===== src/rtl/tcw_pkg.sv =====
// ----------------------------------------------------------------------------
// tcw_pkg: shared types and constants of the text cell writer
// Command codes, controller states, the front-to-back queue entry and the
// status that the back part reports to the front part.
// ----------------------------------------------------------------------------
package tcw_pkg;

	// Screen coordinates after clipping always fit in one byte (grid is at most 255 x 255).
	localparam int COORD_W     = 8;
	localparam int MAX_DIGITS  = 5;
	localparam int DIG_CNT_W   = 3;
	localparam int QUEUE_DEPTH = 2;

	// Reciprocal of ten for 16-bit operands: n / 10 == (n * 52429) >> 19.
	localparam logic [15:0] RECIP_TEN = 16'd52429;
	localparam int          RECIP_SHIFT = 19;

	localparam logic [3:0] ASCII_DIGIT_HI = 4'h3;

	typedef enum logic [1:0] {
		CMD_PUT  = 2'd0,
		CMD_FILL = 2'd1,
		CMD_NUM  = 2'd2,
		CMD_READ = 2'd3
	} tcw_cmd_t;

	typedef enum logic [1:0] {
		FR_IDLE,
		FR_DIGIT,
		FR_PUSH
	} tcw_fstate_t;

	typedef enum logic [2:0] {
		BK_CLEAR,
		BK_IDLE,
		BK_RECT,
		BK_NUM,
		BK_READ,
		BK_DONE
	} tcw_bstate_t;

	// One classified request. For put and fill, x0..x1-1 by y0..y1-1 is the clipped
	// rectangle and rect_ok says it is not empty. For a number, y0 is the row and
	// rect_ok says that row is on the grid. For a read, x0/y0 is the cell.
	typedef struct packed {
		tcw_cmd_t                         cmd;
		logic                             start_in;
		logic                             rect_ok;
		logic [COORD_W-1:0]               x0;
		logic [COORD_W-1:0]               x1;
		logic [COORD_W-1:0]               y0;
		logic [COORD_W-1:0]               y1;
		logic [7:0]                       glyph;
		logic [7:0]                       attr;
		logic signed [15:0]               num_col;
		logic [MAX_DIGITS-1:0][3:0]       digits;
		logic [DIG_CNT_W-1:0]             ndig;
	} tcw_entry_t;

	typedef struct packed {
		logic clearing;
	} tcw_status_t;

endpackage


===== src/rtl/tcw_queue.sv =====
// ----------------------------------------------------------------------------
// tcw_queue: short entry queue between front and back
// A small register FIFO; the head entry is presented while the queue is not empty.
// ----------------------------------------------------------------------------
module tcw_queue (
	input  logic                clk,
	input  logic                arst_n,
	input  logic                push,
	input  tcw_pkg::tcw_entry_t push_entry,
	output logic                full,
	input  logic                pop,
	output tcw_pkg::tcw_entry_t head,
	output logic                empty
);

	localparam int PTR_W = (tcw_pkg::QUEUE_DEPTH > 1) ? $clog2(tcw_pkg::QUEUE_DEPTH) : 1;

	tcw_pkg::tcw_entry_t slot_q [tcw_pkg::QUEUE_DEPTH];
	logic [PTR_W-1:0]    wr_ptr_q, rd_ptr_q;
	logic [PTR_W:0]      count_q;
	logic                do_push, do_pop;

	assign full    = (count_q == (PTR_W+1)'(tcw_pkg::QUEUE_DEPTH));
	assign empty   = (count_q == '0);
	assign do_push = push && !full;
	assign do_pop  = pop && !empty;
	assign head    = slot_q[rd_ptr_q];

	always_ff @(posedge clk or negedge arst_n) begin
		if (!arst_n) begin
			wr_ptr_q <= '0;
			rd_ptr_q <= '0;
			count_q  <= '0;
		end else begin
			if (do_push) begin
				wr_ptr_q <= (wr_ptr_q == PTR_W'(tcw_pkg::QUEUE_DEPTH - 1)) ? '0 : wr_ptr_q + 1'b1;
			end
			if (do_pop) begin
				rd_ptr_q <= (rd_ptr_q == PTR_W'(tcw_pkg::QUEUE_DEPTH - 1)) ? '0 : rd_ptr_q + 1'b1;
			end
			count_q <= count_q + (PTR_W+1)'(do_push) - (PTR_W+1)'(do_pop);
		end
	end

	always_ff @(posedge clk) begin
		if (do_push) begin
			slot_q[wr_ptr_q] <= push_entry;
		end
	end

	a_no_overflow: assert property (@(posedge clk) disable iff (!arst_n)
		count_q <= (PTR_W+1)'(tcw_pkg::QUEUE_DEPTH))
		else $error("queue count exceeds its depth");

	a_push_when_full_holds: assert property (@(posedge clk) disable iff (!arst_n)
		(full && push && !pop) |=> full)
		else $error("queue lost its full state on a refused push");

	a_pop_frees: assert property (@(posedge clk) disable iff (!arst_n)
		(pop && !empty && !push) |=> (count_q == $past(count_q) - 1'b1))
		else $error("queue pop did not release an entry");

endmodule


===== config.mk =====
export PLATFORM = sky130hd
export DESIGN_NAME = tcw_queue
export DESIGN_NICKNAME = d
export VERILOG_FILES = /design/src/rtl/tcw_pkg.sv /design/src/rtl/tcw_queue.sv
export SDC_FILE = /design/constraint.sdc
export NUM_CORES = 1
export LEC_CHECK = 0
export BUFFER_PORTS_ARGS = -buffer_cell sky130_fd_sc_hd__clkbuf_2
export CAP_MARGIN = 30
export CORE_MARGIN = 2
export CORE_UTILIZATION = 45
export CTS_CLUSTER_SIZE = 28
export DETAILED_ROUTE_END_ITERATION = 8
export GPL_TIMING_DRIVEN = 0
export PLACE_DENSITY = 0.69
export SLEW_MARGIN = 10
export SYNTH_ARGS = -nofsm -noshare
export SYNTH_HDL_FRONTEND = slang
export SYNTH_SLANG_ARGS = --single-unit

===== constraint.sdc =====
create_clock -name clk -period 8.73 [get_ports clk]
set_input_delay 1.3095 -clock clk [delete_from_list [all_inputs] [get_ports clk]]
set_output_delay 1.3095 -clock clk [all_outputs]
set_load 0.005 [all_outputs]

==> results.cfg <==
[logic_synthesis]
ys.flop_type = edfxtp_1
synth_most_common_cell = edfxtp_1
yosysWarnings = 0
syn_area_um2 = 7164
syn-mean-instance-area_um2 = 23.80
ys_ff_latch = 186
synth_edf_count = 182
synth_cells = 301
synth_top_area_cell = edfxtp_1
async_flop_share_pct = 2.151
yosys.area.top_type_share_pct = 76.28
ys_types = 16
ys_seq_area_share_pct = 77.68
yosys-top-cells-count = edfxtp_1, mux2_4, mux2_2, buf_12, dfrtp_1
syn-num-nets = 398
synth.area.top_cells = edfxtp_1, mux2_4, buf_12

[die]
rows = 46
die_width_um = 130.2
ios = 188
design.core.area_um2 = 15710
start_util_pct = 45.60
dieArea_um2 = 16950
die_y_um = 130.2

[hold_path]
hold_class = register to register

[placed_design]
place_area_um2 = 8513
dpl.hpwl_mm = 8.418
pre_cts_ws_ns = 6.069
port_buffers = 187
place.gp.congestion = 0.6732

[worst_setup_path]
worst_setup_path_start_kind = register
path_class = register to primary output
arrival_ns = 1.65
worstSetupEndpointType = primary output
required_ns = 7.42
crit_fanout = 10

[timing]
hold_viol_final = 0
fmax_mhz = 337.8
setup_viol = 0
slew_headroom_pct = 67.84
worst_pin_slew_ns = 0.4824
worst_slack_ns = 5.770
min_period_ns = 2.960
finalClockSkew_ns = 0.008096
rsz0062_at_grt = false
finalSetupTns_ns = 0
drv_slew = 0
finalCritPeriodShare_pct = 33.91

[final_layout]
drive_above_1_share_pct = 61.83
layout.nets = 609
insertedDiodeCount = 0
finalInstanceArea_um2 = 9158
syn_to_final_growth_pct = 27.82

[route]
vias = 3438
antenna_left = 0
drt_first_pass_iters = 4
routed_wl_mm = 12.15
wire_per_inst_um = 16.42
drc = 0
drt-initial-drc-count = 118
viasPerCell = 4.646

[flow_run]
max_cap_viol_count = 0

[global_routing]
grt.overflow.total = 0
grt_pass1_vias = 3586
grt_start_max_net_pins = 62
grt_pass1_wl_mm = 17.97
antenna_found_initial = 1
grtUsageTotal_pct = 14.52

[pwr]
p_leak_nw = 3.718
power.switching_mw = 0.8092
power.share.clock_pct = 26.8
ir_drop_mv = 0.1588
power_mw = 3.106
powerDensity_nw_per_um2 = 339.2
p_comb_share_pct = 32.4
p_int_mw = 2.297
p_sw_share_pct = 26.05
seq_power_share_pct = 40.9

[clock_tree]
cts_resized = 0
cts_tree = yes
cts.hold.buffers_added = 0
post_cts_buffers = 0
clk-insertion-delay-late_ns = 0.42
clk_pin_slew_worst_paths_ns = 0.06
root_buffer = clkbuf_16
h-tree-depth = 4
clockBufferDepth = 2
cts_made_buffers = 17
cts.sinks = 186

[status]
status = completed
==> layout make-up <==
class                   instances  area [µm²]
well taps                     216       270.3
plain buffers                  10       176.4
fillers                      1188        6555
flip-flops and latches        186        5565
inverters                       2       7.507
multi-input cells             103        1428
repair buffers                192        1066
clock buffers                  18       429.2
clock inverters                13       215.2
==> critical path, cell delays in order, from the launching register on <==
cell and delay, ns:
dfrtp_1 0.35, buf_6 0.25, buf_12 0.19, mux2_4 0.30, clkbuf_2 0.13
==> state kept, by name, summed over array words and instances (netlist names) <==
register,cells
count_q,2
rd_ptr_q,1
slot_q,182
wr_ptr_q,1
==> power by group through the flow <==
| stage | registers, mW | logic, mW | clock network (mW) |
|---|---|---|---|
| floorplan | 1.30 | 0.652 | 0 |
| global placement | 1.32 | 0.961 | 0 |
| detailed placement | 1.29 | 1.03 | 0 |
| CTS | 1.27 | 1.03 | 0.853 |
| global route | 1.29 | 1.09 | 0.890 |
| finish | 1.27 | 1.01 | 0.832 |
==> kinds of logic after synthesis <==
kind of cell / Yosys count / synth area share (%)
xor gates and xnor gates: 4 / 0.4891
buffers and inverters: 12 / 2.567
muxes: 91 / 18.49
and+or+nand+nor: 6 / 0.4193
adders and majority gates: 2 / 0.3492
DFF: 186 / 77.68
==> path summary, 6_finish.rpt <==
check	start	endpoint	slack (ns)	depth (start not counted)
worst max-delay path	rd_ptr_q	head[80]	5.77	4
worst min-delay path	count_q[1]	count_q[1]	0.51	1
worst max register to register	count_q[0]	slot_q[1][41]	6.97	3
worst min register to register	count_q[1]	count_q[1]	0.51	1
max in group asynchronous	arst_n	rd_ptr_q	7.91	1
min in group asynchronous	arst_n	count_q[0]	0.69	1
==> layout by cell type, fill, tap and decap left out, drive strengths merged <==
cell        n
clkbuf    205
edfxtp    182
dfrtp       4
mux2       91
bufinv      5
inv         6
clkinv      2
buf        15
nor2        2
nor2b       1
ha          2
clkinvlp    2
xnor2       3
and3        1
nand2b      1
xor2        1
nand2       1
==> per-stage QoR <==
| stage | util [%] | cells | hold WS, ns |
|---|---|---|---|
| 2_1_floorplan | - | 301 | 0.4608 |
| 3_3_place_gp | 53.27 | 704 | 0.4756 |
| 3_5_place_dp | 54.18 | 709 | 0.4934 |
| 4_1_cts | 58.28 | 740 | 0.5050 |
| 5_1_grt | 58.28 | 740 | 0.5551 |
| 6_report | 58.28 | 740 | 0.5086 |
==> metal layers <==
layer | up-vias | share of wire (%) | track usage, %
li1 | 1621 | - | -
met1 | 1666 | 40 | 17.12
met2 | 126 | 50 | 23.93
met3 | 23 | 6.9 | 4.551
met4 | 2 | 2.3 | 7.780
met5 | - | 0.099 | 0
(Power assumes the default switching activity.)
