`config.mk`:
```
export PLATFORM = sky130hd
export DESIGN_NAME = tcw_front
export DESIGN_NICKNAME = d
export VERILOG_FILES = /design/src/rtl/tcw_pkg.sv /design/src/rtl/tcw_front.sv
export SDC_FILE = /design/constraint.sdc
export NUM_CORES = 1
export LEC_CHECK = 0
export BUFFER_PORTS_ARGS = -buffer_cell sky130_fd_sc_hd__buf_2
export CORE_AREA = 2 2 188 116
export CTS_CLUSTER_DIAMETER = 50
export CTS_CLUSTER_SIZE = 24
export DETAILED_ROUTE_END_ITERATION = 7
export DIE_AREA = 0 0 190 118
export MAX_ROUTING_LAYER = met4
export PLACE_DENSITY_LB_ADDON = 0.15
export SKIP_LAST_GASP = 1
export SYNTH_ARGS = -nofsm -noshare
export SYNTH_HDL_FRONTEND = slang
export SYNTH_SLANG_ARGS = --single-unit
```
`constraint.sdc`:
```
create_clock -name clk -period 8.7 [get_ports clk]
set_input_delay 1.305 -clock clk [delete_from_list [all_inputs] [get_ports clk]]
set_output_delay 1.305 -clock clk [all_outputs]
set_load 0.05 [all_outputs]
```
`src/rtl/tcw_pkg.sv`:
```
// ----------------------------------------------------------------------------
// tcw_pkg: shared types and constants of the text cell writer
// Command codes, controller states, the front-to-back queue entry and the
// status that the back part reports to the front part.
// ----------------------------------------------------------------------------
package tcw_pkg;

	// Screen coordinates after clipping always fit in one byte (grid is at most 255 x 255).
	localparam int COORD_W     = 8;
	localparam int MAX_DIGITS  = 5;
	localparam int DIG_CNT_W   = 3;
	localparam int QUEUE_DEPTH = 2;

	// Reciprocal of ten for 16-bit operands: n / 10 == (n * 52429) >> 19.
	localparam logic [15:0] RECIP_TEN = 16'd52429;
	localparam int          RECIP_SHIFT = 19;

	localparam logic [3:0] ASCII_DIGIT_HI = 4'h3;

	typedef enum logic [1:0] {
		CMD_PUT  = 2'd0,
		CMD_FILL = 2'd1,
		CMD_NUM  = 2'd2,
		CMD_READ = 2'd3
	} tcw_cmd_t;

	typedef enum logic [1:0] {
		FR_IDLE,
		FR_DIGIT,
		FR_PUSH
	} tcw_fstate_t;

	typedef enum logic [2:0] {
		BK_CLEAR,
		BK_IDLE,
		BK_RECT,
		BK_NUM,
		BK_READ,
		BK_DONE
	} tcw_bstate_t;

	// One classified request. For put and fill, x0..x1-1 by y0..y1-1 is the clipped
	// rectangle and rect_ok says it is not empty. For a number, y0 is the row and
	// rect_ok says that row is on the grid. For a read, x0/y0 is the cell.
	typedef struct packed {
		tcw_cmd_t                         cmd;
		logic                             start_in;
		logic                             rect_ok;
		logic [COORD_W-1:0]               x0;
		logic [COORD_W-1:0]               x1;
		logic [COORD_W-1:0]               y0;
		logic [COORD_W-1:0]               y1;
		logic [7:0]                       glyph;
		logic [7:0]                       attr;
		logic signed [15:0]               num_col;
		logic [MAX_DIGITS-1:0][3:0]       digits;
		logic [DIG_CNT_W-1:0]             ndig;
	} tcw_entry_t;

	typedef struct packed {
		logic clearing;
	} tcw_status_t;

endpackage

```
`src/rtl/tcw_front.sv`:
```
// ----------------------------------------------------------------------------
// tcw_front: request intake and classification
// Registers a request, converts a number to decimal digits one digit per cycle
// and clips coordinates against the grid before handing an entry to the queue.
// ----------------------------------------------------------------------------
module tcw_front #(
	parameter int COLUMNS   = 80,
	parameter int ROW_COUNT = 25
) (
	input  logic                clk,
	input  logic                arst_n,
	input  logic                req_valid,
	output logic                req_stall,
	input  logic [1:0]          command,
	input  logic signed [15:0]  col,
	input  logic signed [15:0]  row,
	input  logic [14:0]         width,
	input  logic [14:0]         height,
	input  logic [7:0]          glyph,
	input  logic [7:0]          color_attr,
	input  logic [15:0]         number,
	input  tcw_pkg::tcw_status_t status,
	output logic                push,
	output tcw_pkg::tcw_entry_t push_entry,
	input  logic                q_full
);

	localparam logic signed [16:0] COLS_S = 17'(COLUMNS);
	localparam logic signed [16:0] ROWS_S = 17'(ROW_COUNT);

	tcw_pkg::tcw_fstate_t fstate_q, fstate_d;

	tcw_pkg::tcw_cmd_t    cmd_q;
	logic signed [15:0]   col_q, row_q;
	logic [14:0]          width_q, height_q;
	logic [7:0]           glyph_q, attr_q;
	logic [15:0]          n_q;
	logic [tcw_pkg::MAX_DIGITS-1:0][3:0] digits_q;
	logic [tcw_pkg::DIG_CNT_W-1:0]       ndig_q;

	logic                 accept;
	logic [31:0]          prod;
	logic [12:0]          quot;
	logic [15:0]          quot_x10;
	logic [3:0]           digit;

	logic signed [16:0]   col_s, row_s, x_end, y_end, x0c, y0c, x1c, y1c;
	logic                 col_in, row_in, start_in, rect_fill;

	assign accept    = req_valid && !req_stall;
	assign req_stall = (fstate_q != tcw_pkg::FR_IDLE) || status.clearing;

	// One decimal digit per cycle by reciprocal multiplication.
	assign prod     = n_q * tcw_pkg::RECIP_TEN;
	assign quot     = prod[31:tcw_pkg::RECIP_SHIFT];
	assign quot_x10 = {quot, 3'b000} + {2'b00, quot, 1'b0};
	assign digit    = 4'(n_q - quot_x10);

	always_ff @(posedge clk or negedge arst_n) begin
		if (!arst_n) begin
			fstate_q <= tcw_pkg::FR_IDLE;
		end else begin
			fstate_q <= fstate_d;
		end
	end

	always_ff @(posedge clk) begin
		if (accept) begin
			cmd_q    <= tcw_pkg::tcw_cmd_t'(command);
			col_q    <= col;
			row_q    <= row;
			width_q  <= width;
			height_q <= height;
			glyph_q  <= glyph;
			attr_q   <= color_attr;
			n_q      <= number;
			ndig_q   <= '0;
		end else if (fstate_q == tcw_pkg::FR_DIGIT) begin
			digits_q[ndig_q] <= digit;
			ndig_q           <= ndig_q + 1'b1;
			n_q              <= 16'(quot);
		end
	end

	always_comb begin
		fstate_d = fstate_q;
		push     = 1'b0;
		unique case (fstate_q)
			tcw_pkg::FR_IDLE: begin
				if (accept) begin
					fstate_d = (tcw_pkg::tcw_cmd_t'(command) == tcw_pkg::CMD_NUM) ?
						tcw_pkg::FR_DIGIT : tcw_pkg::FR_PUSH;
				end
			end
			tcw_pkg::FR_DIGIT: begin
				if (quot == '0) begin
					fstate_d = tcw_pkg::FR_PUSH;
				end
			end
			tcw_pkg::FR_PUSH: begin
				if (!q_full) begin
					push     = 1'b1;
					fstate_d = tcw_pkg::FR_IDLE;
				end
			end
			default: fstate_d = tcw_pkg::FR_IDLE;
		endcase
	end

	// Clipping of the starting cell and of the fill rectangle.
	always_comb begin
		col_s     = {col_q[15], col_q};
		row_s     = {row_q[15], row_q};
		x_end     = col_s + $signed({2'b00, width_q});
		y_end     = row_s + $signed({2'b00, height_q});
		x0c       = col_s[16] ? '0 : col_s;
		y0c       = row_s[16] ? '0 : row_s;
		x1c       = (x_end > COLS_S) ? COLS_S : x_end;
		y1c       = (y_end > ROWS_S) ? ROWS_S : y_end;
		rect_fill = (x0c < x1c) && (y0c < y1c);
		col_in    = !col_s[16] && (col_s < COLS_S);
		row_in    = !row_s[16] && (row_s < ROWS_S);
		start_in  = col_in && row_in;
	end

	always_comb begin
		push_entry          = '0;
		push_entry.cmd      = cmd_q;
		push_entry.start_in = start_in;
		push_entry.glyph    = glyph_q;
		push_entry.attr     = attr_q;
		push_entry.num_col  = col_q;
		push_entry.digits   = digits_q;
		push_entry.ndig     = ndig_q;
		unique case (cmd_q)
			tcw_pkg::CMD_PUT: begin
				push_entry.x0      = col_q[7:0];
				push_entry.x1      = col_q[7:0] + 8'd1;
				push_entry.y0      = row_q[7:0];
				push_entry.y1      = row_q[7:0] + 8'd1;
				push_entry.rect_ok = start_in;
			end
			tcw_pkg::CMD_FILL: begin
				push_entry.x0      = x0c[7:0];
				push_entry.x1      = x1c[7:0];
				push_entry.y0      = y0c[7:0];
				push_entry.y1      = y1c[7:0];
				push_entry.rect_ok = rect_fill;
			end
			tcw_pkg::CMD_NUM: begin
				push_entry.y0      = row_q[7:0];
				push_entry.rect_ok = row_in;
			end
			tcw_pkg::CMD_READ: begin
				push_entry.x0      = col_q[7:0];
				push_entry.y0      = row_q[7:0];
				push_entry.rect_ok = start_in;
			end
			default: push_entry.rect_ok = 1'b0;
		endcase
	end

endmodule

```
==> results.md, run 1 <==
- Max-Cap Viols: 0
- Final ANT Viol Nets: 0
- # DRC: 0
- Die Wd: 190 um
- Area of the die: 0.0224 mm^2
- Most area-consuming cells after synthesis: edfxtp_1 (29%), ha_1 (21%), fa_1 (14%), inv_1 (5.9%), a21oi_1 (2.4%)
- Clock root buffer: clkbuf_16
- Worst-path clk slew: 0.06 ns
- Share of cells above drive strength 1: 0.189
- Port bufs: 193
- Setup violators final: 0
- PostCTS Resize Cnt: 0
- Setup Fix Bufs, Post-CTS: 0
- Multi-input gate area: 0.00760 mm^2
- Routed via count: 9579
- HPWL Detailed: 27.4 mm
- GRT overflow: 0
- CTS max path bufs: 2
- Post-synth cell types: 81
- Initial Utilization: 0.580
- Final #Nets: 1743
- Site Rows: 41
- CTS tree: done
- Slowest-stage cell, CP: nor3_1
- RR Endpoint: fstate_q[0]
- Dominant cell by count in the synthesized netlist: ha_1
- Initial antenna violation count: 0
- R2r worst-path depth: 20
- Routability Congestion: 0.978
- Final Hold Vio Count: 0
- First-pass detailed-route iteration total: 7
- Largest net degree at the start of global routing: 64
- Num CTS Buffers: 17
- # IOs: 194
- Synth area leader: edfxtp_1
- Ys Warns: 0
- Arrival time at the worst endpoint: 6.30 ns
- CP peak stage delay: 0.63 ns
- Critical Path Sink Type: primary output
- Clock Skew: 0.0117 ns
- DRT iter0 DRCs: 887
- Fin crit period: 7.61 ns
- Register area share after synthesis: 0.300
- Required @ worst endpoint: 7.39 ns
- Later-pin clock latency in the skew report: 0.43 ns
- RSZ-0062 raised after global routing: no
- GRT Overall Usage: 0.314
- Setup crit end: push_entry[87]
- EDFF count, synth: 116
- Crit-path max FO: 8
- Critical path class: reg2out
- Status: complete, no violations
- Critical path cell sequence: ha_1 > fa_1 > a211oi_1 > o31ai_1 > a31o_2 > o311a_2 > o21a_1 > nor3_1 > nand2b_1 > ha_1 > a21o_1 > a21o_1 > a21oi_1 > nor2b_1 > o21ai_0 > nand2_1 > or4_1 > or4_1 > a2bb2oi_1 > buf_2
- Number of hold buffers added after CTS: 0
- Max Freq: 131 MHz
- Final WL: 33.3 mm
- FF/Latch Area: 0.00359 mm^2
- Synth Flop Type: edfxtp_1
- Max-slew violations: 0
- Synthesis-to-layout area growth: 15.3%
- Number of synthesized register bits: 121
- HP Class: reg2reg
- Sink Count: 121
- Worst Tran Pin Value: 0.837 ns
- Syn Std Cell Area: 0.0120 mm^2
- Synth async-reset ratio: 0.0165
- Sum Neg Setup Slack: 0 ns
- Synth cell count leaders: ha_1 (201), inv_1 (190), edfxtp_1 (116)
- Vias in the first global route: 9332
- Fin crit share: 0.874
- CP startpoint: row_q[0]
- Synth top area share: 0.290
- Htree depth: 4
- Synth Area per Inst: 10.3 um^2
- Startpoint Class: register
- Drt wl/cell: 20.1 um
- R2R setup slack: 1.81 ns
- DR vias/cell: 5.80
- # diodes: 0
- Core area: 0.0207 mm^2
- First-pass GRT wire length: 51.7 mm
- Worst relative slew slack: 0.434
- Fillcell total: 1634
- Cells after Synth: 1162
- Launch point of the worst reg-to-reg path: n_q[3]
- DIE HEIGHT: 118 um
- Post-Syn Nets: 1545
[critical path, delay by kind of cell (launching register included)]
kind	cells	cell delay (ns)
buf+inv	1	0.31
flops	1	0.50
simple gates	6	1.83
compound gates	10	2.21
fa+ha+maj	3	1.02
[layout by cell type, fill, tap and decap left out, types with 28 or more instances in the layout]
cell type | Yosys | final
inv_1 | 190 | 189
nor2b_1 | 32 | 32
o21ai_0 | 40 | 40
a21oi_1 | 58 | 58
buf_2 | 0 | 193
xor2_1 | 28 | 28
nor2_1 | 59 | 59
ha_1 | 201 | 201
nand2_1 | 55 | 55
fa_1 | 81 | 81
edfxtp_1 | 116 | 116
a21o_1 | 30 | 30
[registers in the layout (all words and copies together) (netlist names)]
| register | count |
|---|---|
| ndig_q | 3 |
| glyph_q | 8 |
| row_q | 16 |
| col_q | 16 |
| width_q | 15 |
| attr_q | 8 |
| push_entry | 20 |
| n_q | 16 |
| cmd_q | 2 |
| fstate_q | 2 |
| height_q | 15 |
[cell families (layout without fill, tap and decap cells)]
group,Yosys count,after routing,share of synthesized area
AOI/OAI and AO/OA,224,224,0.129
xor gates and xnor gates,55,55,0.0402
adders and majority gates,282,282,0.345
buffers and inverters,205,416,0.0667
DFF,121,121,0.300
muxes,3,3,0.00271
and+or+nand+nor,272,272,0.117
[worst min-delay path by stage]
stage                start          end  slack [ns]  depth (start not counted)
2_1_floorplan  fstate_q[1]  fstate_q[0]        0.54                          2
3_3_place_gp     ndig_q[2]    ndig_q[2]        0.60                          2
3_5_place_dp     ndig_q[2]    ndig_q[2]        0.62                          2
4_1_cts          ndig_q[1]    ndig_q[1]        0.63                          2
5_1_grt             arst_n  fstate_q[0]        0.65                          1
6_report         ndig_q[1]    ndig_q[1]        0.63                          2
[per-layer routing]
metal  GRT usage  wire length, um  vias up
li1            -                -     4497
met1       0.473            15900     4526
met4      0.0814              621        0
met2       0.400            12800      504
met5           -                0        -
met3       0.101             3870       52
[through the flow]
stage / cell area, um^2 / setup slack, ns / util / std cells / hold WS, ns
final: 13800 / 1.09 / 0.669 / 1652 / 0.627
after detailed placement: 13200 / 1.63 / 0.640 / 1620 / 0.619
after global routing: 13800 / 0.711 / 0.669 / 1652 / 0.648
after global placement: 13200 / 1.72 / 0.640 / 1620 / 0.595
after CTS: 13800 / 1.10 / 0.669 / 1652 / 0.630
after floorplan: 12000 / 1.85 / - / 1162 / 0.543
[layout make-up]
type	count	share of cell area
Multi-Input combinational cell	836	0.550
Sequential cell	121	0.260
Timing Repair Buffer	194	0.0704
Inverter	190	0.0517
Clock buffer	17	0.0308
Tap cell	279	0.0252
Clock inverter	15	0.0124
Power of run 1 is left out: the tool's default activity adds up to more than one toggle a clock period on the data nets, which glitch-free logic cannot reach.
==> run 2, diff against run 1 <==
CORE_AREA = 2 2 194 120   (was 2 2 188 116)
DIE_AREA = 0 0 196 122   (was 0 0 190 118)
==> run 2 against run 1 <==
Maximum frequency grew 1.0%. Sequential share of layout area is essentially flat. Die area grew 6.7%.
==> results.md, run 2 (synthesis results as in run 1) <==
- Status: complete, no violations
- Slowest-stage cell, CP: nor3_1
- Die Wd: 196 um
- Most common cell after layout, fill and taps aside: ha_1
- Htree depth: 4
- Max-Cap Viols: 0
- Startpoint Class: register
- Final ANT Viol Nets: 0
- Fin crit share: 0.866
- Fin crit period: 7.53 ns
- Critical path class: reg2out
- Drt wl/cell: 19.6 um
- Synthesis-to-layout area growth: 15.5%
- Area of the die: 0.0239 mm^2
- Final WL: 32.6 mm
- Setup violators final: 0
- GRT overflow: 0
- Number of hold buffers added after CTS: 0
- CTS max path bufs: 2
- Later-pin clock latency in the skew report: 0.44 ns
- Num CTS Buffers: 17
- Routability Congestion: 0.977
- Most frequent cells in the layout: ha_1 (201), buf_2 (193), inv_1 (189), edfxtp_1 (116), fa_1 (81)
- # DRC: 0
- Vias in the first global route: 8952
- Clock root buffer: clkbuf_16
- First-pass GRT wire length: 50.8 mm
- Site Rows: 43
- Worst Tran Pin Value: 0.917 ns
- Final cell count without fillers: 1666
- Clock Skew: 0.00949 ns
- Initial antenna violation count: 1
- RSZ-0062 raised after global routing: no
- GRT Overall Usage: 0.294
- Largest net degree at the start of global routing: 63
- Core area: 0.0224 mm^2
- DIE HEIGHT: 122 um
- DR vias/cell: 5.62
- Final Util: 0.619
- Port bufs: 193
- Launch point of the worst reg-to-reg path: n_q[6]
- HPWL Detailed: 26.8 mm
- Hold wc startpoint: fstate_q[1]
- Sum Neg Setup Slack: 0 ns
- Worst relative slew slack: 0.380
- Required @ worst endpoint: 7.39 ns
- Max-slew violations: 0
- Critical path cell sequence: ha_1 > fa_1 > a211oi_1 > o31ai_1 > a31o_2 > o311a_2 > o21a_1 > nor3_1 > nand2b_1 > ha_1 > a21o_1 > a21o_1 > a21oi_1 > nor2b_1 > o21ai_0 > nand2_1 > or4_1 > or4_1 > a2bb2oi_1 > buf_2
- Setup Fix Bufs, Post-CTS: 0
- Routed via count: 9371
- Final #Nets: 1743
- Worst-path clk slew: 0.07 ns
- Share of cells above drive strength 1: 0.189
- CP startpoint: row_q[0]
- CP peak stage delay: 0.64 ns
- HP Class: reg2reg
- Max Freq: 133 MHz
- Place WS: 1.72 ns
- Initial Utilization: 0.536
- DRT iter0 DRCs: 722
- Final setup margin: 1.17 ns
- Sink Count: 121
- Final Hold Vio Count: 0
- # IOs: 194
- PostCTS Resize Cnt: 0
- Cells after DPL: 1633
- Max reg flops: 20
- Critical Path Sink Type: primary output
- First-pass detailed-route iteration total: 5
- Arrival time at the worst endpoint: 6.23 ns
- CTS tree: done
- Crit-path max FO: 8
[run 2: changes by cell type in the layout (fill, tap and decap cells not counted), sizes merged]
cell / delta
inv: -1
clkinv: +1
diode: +1
[run 2: worst max-delay path, delay by kind of cell, from the launching register on]
family                     cells  cell delay (ns)
AOI/OAI and AO/OA             10             2.17
and+or+nand+nor                6             1.76
adders and majority gates      3             1.07
DFF                            1             0.48
buffers and inverters          1             0.29
[run 2: worst paths after layout]
path / slack [ns] / cells past startpoint / endpoint
setup / recovery: 1.17 / 20 / push_entry[87]
hold / removal: 0.60 / 2 / fstate_q[0]
setup reg to reg: 1.88 / 20 / fstate_q[0]
hold reg to reg: 0.60 / 2 / fstate_q[0]
max in group asynchronous: 7.98 / 1 / fstate_q[0]
min in group asynchronous: 0.63 / 1 / fstate_q[1]
[run 2: metrics by stage]
stage | hold slack, ns | instance area (um^2)
floorplan | 0.543 | 12000
global placement | 0.578 | 13300
detailed placement | 0.585 | 13300
CTS | 0.594 | 13900
global route | 0.615 | 13900
finish | 0.595 | 13900
[run 2: area by class of cell]
| class | instances | area [um^2] |
|---|---|---|
| repair buffers | 194 | 973 |
| diodes | 1 | 2.50 |
| clock buffers | 17 | 425 |
| well taps | 292 | 365 |
| multi-input cells | 836 | 7600 |
| flip-flops and latches | 121 | 3590 |
| inverters | 190 | 716 |
| clock inverters | 15 | 176 |
| fillers | 1890 | 8530 |
[run 2: routing by layer]
layer / vias to the layer above / track usage / share of wire
met2: 398 / 0.368 / 0.38
met1: 4431 / 0.455 / 0.51
met4: 0 / 0.0597 / 0.010
met5: - / - / 0
met3: 29 / 0.0889 / 0.10
li1: 4513 / - / -
Power of run 2 is left out for the same reason.
